File: config.mk
export PLATFORM = sky130hd
export DESIGN_NAME = sorted_set_insert_search_delete_top
export DESIGN_NICKNAME = d
export VERILOG_FILES = /design/src/sv/sset_pkg.sv /design/src/sv/sset_cell.sv /design/src/sv/sset_resolve.sv /design/src/sv/sorted_set_insert_search_delete_top.sv
export SDC_FILE = /design/constraint.sdc
export NUM_CORES = 2
export LEC_CHECK = 0
export BUFFER_PORTS_ARGS = -buffer_cell sky130_fd_sc_hd__buf_2
export CELL_PAD_IN_SITES_DETAIL_PLACEMENT = 1
export CELL_PAD_IN_SITES_GLOBAL_PLACEMENT = 1
export CORE_ASPECT_RATIO = 1.4
export CORE_MARGIN = 2
export CORE_UTILIZATION = 51
export DETAILED_ROUTE_END_ITERATION = 10
export PLACE_DENSITY = 0.78
export REMOVE_ABC_BUFFERS = 1
export SYNTH_ARGS = -nofsm -noshare
export SYNTH_HDL_FRONTEND = slang
export SYNTH_SLANG_ARGS = --single-unit
File: constraint.sdc
create_clock -name clk -period 14.3 [get_ports clk]
set_input_delay 2.145 -clock clk [delete_from_list [all_inputs] [get_ports clk]]
set_output_delay 2.145 -clock clk [all_outputs]
set_load 0.02 [all_outputs]
File: src/sv/sset_pkg.sv
// ============================================================================
// sset_pkg
// Shared types and codes for the sorted set block: command and status codes
// and the packed item structs for the input and result channels.
// ============================================================================
package sset_pkg;

    // Operation codes carried in the command field
    typedef enum logic [1:0] {
        CMD_SEARCH = 2'd0,
        CMD_INSERT = 2'd1,
        CMD_DELETE = 2'd2
    } cmd_t;

    // Result status codes
    typedef enum logic [1:0] {
        ST_DONE      = 2'd0,
        ST_DUPLICATE = 2'd1,
        ST_NOT_FOUND = 2'd2,
        ST_FULL      = 2'd3
    } status_t;

    localparam int unsigned VALUE_W = 32;
    localparam int unsigned COUNT_W = 5;

    // One input item
    typedef struct packed {
        logic [1:0]                command;
        logic signed [VALUE_W-1:0] value;
    } in_item_t;

    // One result item
    typedef struct packed {
        logic               found;
        status_t            status;
        logic [COUNT_W-1:0] count;
    } out_item_t;

    // Shift request broadcast to every cell
    typedef struct packed {
        logic ins;
        logic del;
    } shift_t;

endpackage

File: src/sv/sset_cell.sv
// ============================================================================
// sset_cell
// One slot of the sorted store. Compares its entry with the operand and
// takes its next entry from itself, the operand or a neighbor.
// ============================================================================
module sset_cell
    import sset_pkg::*;
(
    input  logic                      clk,
    input  logic                      slot_valid,
    input  logic signed [VALUE_W-1:0] value,
    input  shift_t                    shift,
    input  logic                      before_lt,
    input  logic signed [VALUE_W-1:0] prev_entry,
    input  logic signed [VALUE_W-1:0] next_entry,
    output logic                      lt,
    output logic                      eq,
    output logic signed [VALUE_W-1:0] entry
);

    logic signed [VALUE_W-1:0] entry_reg;
    logic signed [VALUE_W-1:0] entry_next;

    // Compare the stored entry with the operand
    assign lt    = slot_valid && (entry_reg < value);
    assign eq    = slot_valid && (entry_reg == value);
    assign entry = entry_reg;

    // Keep slots below the insert/delete point, shift the rest
    always_comb
    begin
        entry_next = entry_reg;
        if (shift.ins && !lt)
        begin
            entry_next = before_lt ? value : prev_entry;
        end
        else if (shift.del && !lt)
        begin
            entry_next = next_entry;
        end
    end

    // Hold the entry; no reset, slots are read only below the count
    always_ff @(posedge clk)
    begin
        entry_reg <= entry_next;
    end

endmodule

File: src/sv/sset_resolve.sv
// ============================================================================
// sset_resolve
// Reduces the per-cell match flags to the result of one operation and
// decides whether the cells shift and how the entry count moves.
// ============================================================================
module sset_resolve
    import sset_pkg::*;
#(
    parameter int unsigned CAPACITY = 16,
    parameter int unsigned CW       = $clog2(CAPACITY + 1)
)
(
    input  logic                fire,
    input  logic [1:0]          command,
    input  logic [CAPACITY-1:0] eq,
    input  logic [CW-1:0]       count,
    output logic                hit,
    output status_t             status,
    output shift_t              shift,
    output logic [CW-1:0]       count_next
);

    logic full;

    assign hit  = |eq;
    assign full = (count == CW'(CAPACITY));

    // Pick status and shift direction per command
    always_comb
    begin
        status     = hit ? ST_DONE : ST_NOT_FOUND;
        shift      = '0;
        count_next = count;
        case (command)
            CMD_INSERT:
            begin
                if (hit)
                begin
                    status = ST_DUPLICATE;
                end
                else if (full)
                begin
                    status = ST_FULL;
                end
                else
                begin
                    status     = ST_DONE;
                    shift.ins  = fire;
                    count_next = fire ? count + CW'(1) : count;
                end
            end
            CMD_DELETE:
            begin
                if (hit)
                begin
                    status     = ST_DONE;
                    shift.del  = fire;
                    count_next = fire ? count - CW'(1) : count;
                end
                else
                begin
                    status = ST_NOT_FOUND;
                end
            end
            default:
            begin
                status = hit ? ST_DONE : ST_NOT_FOUND;
            end
        endcase
    end

endmodule

File: src/sv/sorted_set_insert_search_delete_top.sv
// ============================================================================
// Sorted set insert / search / delete
// Bounded ascending set of distinct signed 32-bit values with search,
// insert and delete operations, one result per item.
// ============================================================================
// Each accepted item sits in an input register; once the result register
// can take it, every slot compares against it in parallel, the slots shift
// in one step, and the result is written to an output register. One item
// completes per cycle while the receiver does not hold off the output; the
// rate is set by the single compare-and-shift pass over the slot row. Entries
// live in CAPACITY slot registers and only slots below the entry count are
// read, so the store needs no clearing after reset. The count field reports
// the entry count in its low five bits.
module sorted_set_insert_search_delete_top
    import sset_pkg::*;
#(
    parameter int unsigned CAPACITY = 16
)
(
    input  logic      clk,
    input  logic      rst_n,
    input  logic      in_valid,
    output logic      in_ready,
    input  in_item_t  in_item,
    output logic      out_valid,
    input  logic      out_ready,
    output out_item_t out_item
);

    localparam int unsigned CW = $clog2(CAPACITY + 1);

    logic                      in_valid_reg;
    in_item_t                  in_item_reg;
    logic                      out_valid_reg;
    out_item_t                 out_item_reg;
    out_item_t                 out_item_next;
    logic [CW-1:0]             count_reg;
    logic [CW-1:0]             count_next;
    logic                      fire;
    logic                      hit;
    status_t                   status;
    shift_t                    shift;
    logic [CAPACITY-1:0]       lt;
    logic [CAPACITY-1:0]       eq;
    logic signed [VALUE_W-1:0] entry [CAPACITY];
    logic [CW+COUNT_W-1:0]     count_wide;

    // Process the held item when the result register can take it
    assign fire      = in_valid_reg && (!out_valid_reg || out_ready);
    assign in_ready  = !in_valid_reg || fire;
    assign out_valid = out_valid_reg;
    assign out_item  = out_item_reg;

    // Slot row
    for (genvar i = 0; i < CAPACITY; i++)
    begin : g_cell
        localparam logic [CW-1:0] IDX = CW'(i);
        localparam int unsigned   PRV = (i == 0) ? 0 : i - 1;
        localparam int unsigned   NXT = (i == CAPACITY - 1) ? i : i + 1;

        logic before_lt;

        if (i == 0)
        begin : g_first
            assign before_lt = 1'b1;
        end
        else
        begin : g_rest
            assign before_lt = lt[PRV];
        end

        sset_cell u_cell (
            .clk        (clk),
            .slot_valid (IDX < count_reg),
            .value      (in_item_reg.value),
            .shift      (shift),
            .before_lt  (before_lt),
            .prev_entry (entry[PRV]),
            .next_entry (entry[NXT]),
            .lt         (lt[i]),
            .eq         (eq[i]),
            .entry      (entry[i])
        );
    end

    sset_resolve #(
        .CAPACITY (CAPACITY),
        .CW       (CW)
    ) u_resolve (
        .fire       (fire),
        .command    (in_item_reg.command),
        .eq         (eq),
        .count      (count_reg),
        .hit        (hit),
        .status     (status),
        .shift      (shift),
        .count_next (count_next)
    );

    // Build the result item
    assign count_wide = {{COUNT_W{1'b0}}, count_next};

    always_comb
    begin
        out_item_next.found  = hit;
        out_item_next.status = status;
        out_item_next.count  = count_wide[COUNT_W-1:0];
    end

    // Control registers: input/output valid and entry count
    always_ff @(posedge clk or negedge rst_n)
    begin
        if (!rst_n)
        begin
            in_valid_reg  <= 1'b0;
            out_valid_reg <= 1'b0;
            count_reg     <= '0;
        end
        else
        begin
            if (in_ready)
            begin
                in_valid_reg <= in_valid;
            end
            if (fire)
            begin
                out_valid_reg <= 1'b1;
            end
            else if (out_ready)
            begin
                out_valid_reg <= 1'b0;
            end
            count_reg <= count_next;
        end
    end

    // Payload registers: capture the item and the result
    always_ff @(posedge clk)
    begin
        if (in_ready && in_valid)
        begin
            in_item_reg <= in_item;
        end
        if (fire)
        begin
            out_item_reg <= out_item_next;
        end
    end

endmodule

==> run metrics <==
EDFF count, synth 554; Comb power frac 0.201; worst-case clock skew roughly 0.037 ns; Synth Register Bits 561; placed instance count just under 5000; Area contributors post-synth edfxtp_1 42%, ha_1 16%, mux2i_1 6.6%, a21oi_1 6.5%, mux2_2 5.4%; final worst slack slightly above 8 ns; final setup vio count 0; element type at the critical path start flop; final design area excluding fillers 43300 µm²; First-pass DRT Iterations 5; Max FO, Critical Path 21; Post-layout nets 4382; CP arrival between 6 and 7 ns; Final Non-Filler Cells 4918; grt ovf 0; row cnt roughly 120; vias 32800; worst vdd ir approximately 0.11 mV; worst slack, placed about 8.4 ns; crit-path max cell delay around 0.90 ns; 1st-iter DRT viols between 2000 and 3000; Initial Util 0.513; Die Y 334 µm; TritonCTS buffer count 61; vias in the first global route 34900; post-CTS setup buffer count 0; setup TNS 0 ns; Sw Share 0.310; Vias/cell around 6.7; I/O pins 48; final hold slack 0.506 ns; clock-pin slew on the worst setup and hold paths 0.07 ns; Clock power frac 0.353; Synth Warn # 0; post-synthesis sequential area ratio 0.423; number of remaining DRC errors 0; CP Cell Sequence inv_1 -> ha_1 -> nand4_1 -> nor4_1 -> nand2_1 -> o31ai_1 -> a2111oi_2 -> a21oi_1 -> o2bb2a_1 -> nor3_2 -> buf_4; Area Growth Syn to Fin 8.87%; Top Family by Delay on Critical Path simple AND/OR/NAND/NOR gates; CTS Hold Buffers Added 0; Placed Instance Area ~41000 µm²; fmax around 0.16 GHz; largest net degree at the start of global routing 67; RSZ-0062 raised after global routing false; share of post-route cells with drive strength above 1 0.124; Largest register FFs 512; Netlist cell types roughly 80; clk root buf clkbuf_16; leading area contributor after synthesis edfxtp_1; Die X ~240 µm; Clock Sinks ~560; max_slew headroom 0.159; die area around 80000 µm²; Worst-Skew Late Latency a little under 0.7 ns; Period minus WS final 6.07 ns; Final Hold Fails 0; WP buf/inv 2; Pint just over 3 mW; Tcrit/Tclk final 0.425; Final HPWL DP 101000 µm; predominant post-synthesis flop cell edfxtp_1; global-route usage over all layers 0.347; worst hold path class flop to flop; outcome completed; Worst Setup End Kind flop; antenna-violating nets left 0; GPL Wtd Cong 0.940; Post-CTS Resized 0; power per cell area 103 nW/µm²; Max-cap violations 0; Critical Path Slowest Stage Cell nor3_2; CTS HTree Levels 2; Port-buffer cells 47; Sequential Power Share 0.446; Pwr Total roughly 4.4 mW; area of the core roughly 78000 µm²; final wirelength approximately 140000 µm; Mean Syn Cell Area 10.4 µm²; worst-margin pin slew around 1.2 ns; Synth async-reset ratio 0.0125; NetSw between 1 and 1.5 mW; CTS tree yes; Critical Path RT 14.64 ns; kind of critical path flop to flop; initial antenna violation count 1; first-pass GRT wire length about 210000 µm; Core Util, Final 0.558; Yosys top cell area share 0.419; fin. max-slew vios 0; P_leak roughly 17 nW; Cells after Synth about 3800; Mapped Area around 40000 µm²; wire per inst 28.4 µm; Longest Clk Path Bufs 3
[routing by layer]
| layer | vias to the layer above | global-route usage | part of all wire |
|---|---|---|---|
| met5 | - | 0 | 0 |
| met4 | 0 | 0.185 | 0.059 |
| met2 | 1202 | 0.607 | 0.50 |
| met1 | 16500 | 0.419 | 0.39 |
| met3 | 416 | 0.0339 | 0.053 |
| li1 | 14600 | - | - |
[final timing paths]
kind / startpoint / endpoint / slack, ns / depth (start not counted)
hold / removal: in_valid_reg$_DFFE_PN0N_ / out_valid$_DFFE_PN0P_ / 0.51 / 1
min in group asynchronous: rst_n / count_reg[3]$_DFF_PN0_ / 1.33 / 1
hold reg to reg: in_valid_reg$_DFFE_PN0N_ / out_valid$_DFFE_PN0P_ / 0.51 / 1
max in group asynchronous: rst_n / count_reg[0]$_DFF_PN0_ / 12.74 / 1
setup / recovery: in_item_reg[23]$_DFFE_PP_ / g_cell[9].u_cell.entry[10]$_DFFE_PP_ / 8.23 / 11
setup reg to reg: in_item_reg[23]$_DFFE_PP_ / g_cell[9].u_cell.entry[10]$_DFFE_PP_ / 8.23 / 11
[cell usage after synthesis, drive strengths merged, types with 20 or more instances]
cell type,n
nor2,344
a21o,77
o21ai,265
a21oi,515
nand2,316
o22a,20
nor3,31
clkbuf,148
buf,65
nor2b,21
mux2,189
inv,68
o21a,30
ha,518
mux2i,263
nor4,33
nand3,29
nand4,121
edfxtp,554
[placed cells by master (no fill, tap or decap), drive strengths merged, types with 7 or more instances in the layout]
| cell | Yosys | final |
|---|---|---|
| o41ai | 9 | 9 |
| o22ai | 16 | 16 |
| o22a | 20 | 20 |
| o21a | 30 | 30 |
| a21o | 77 | 77 |
| and3 | 10 | 10 |
| or4 | 7 | 7 |
| ha | 518 | 518 |
| nand2b | 15 | 15 |
| nor2b | 21 | 21 |
| or3 | 8 | 8 |
| mux2 | 189 | 189 |
| nor2 | 344 | 344 |
| buf | 65 | 144 |
| dfrtp | 7 | 7 |
| nor4 | 33 | 33 |
| mux2i | 263 | 263 |
| nand3 | 29 | 29 |
| clkbuf | 148 | 80 |
| a2111oi | 11 | 11 |
| nor3 | 31 | 31 |
| edfxtp | 554 | 554 |
| a21oi | 515 | 515 |
| clkinv | 0 | 23 |
| nand4 | 121 | 121 |
| o21ai | 265 | 265 |
| o211ai | 18 | 18 |
| nand2 | 316 | 316 |
| o31ai | 18 | 18 |
| inv | 68 | 69 |
| a211oi | 12 | 12 |
[area by class of cell]
cell class | count | area [µm²]
sequential | 561 | 16800
inverter | 68 | 255
antenna | 1 | 2.50
fill | 8469 | 34300
clock buffer | 80 | 1630
clock inverter | 29 | 241
tap | 1045 | 1310
multi-input combinational | 2990 | 22000
timing repair buffer | 144 | 963
[cell families after synthesis]
group,count (synthesis),synth area share
mux,452,0.120
buf+inv,281,0.0288
fa+ha+maj,518,0.163
xor+xnor,1,0.000220
compound gates,1051,0.153
flops,561,0.423
simple gates,968,0.112
[power by group through the flow]
| stage | Combinational (mW) | Clock (mW) | Sequential [mW] |
|---|---|---|---|
| after floorplan | 0.557 | 0 | 1.99 |
| after global placement | 0.823 | 0 | 2.01 |
| after detailed placement | 0.864 | 0 | 2.01 |
| after CTS | 0.875 | 1.58 | 1.98 |
| after global routing | 0.970 | 1.63 | 1.99 |
| final | 0.892 | 1.57 | 1.98 |
No activity file was read; power rests on OpenSTA's default activity.
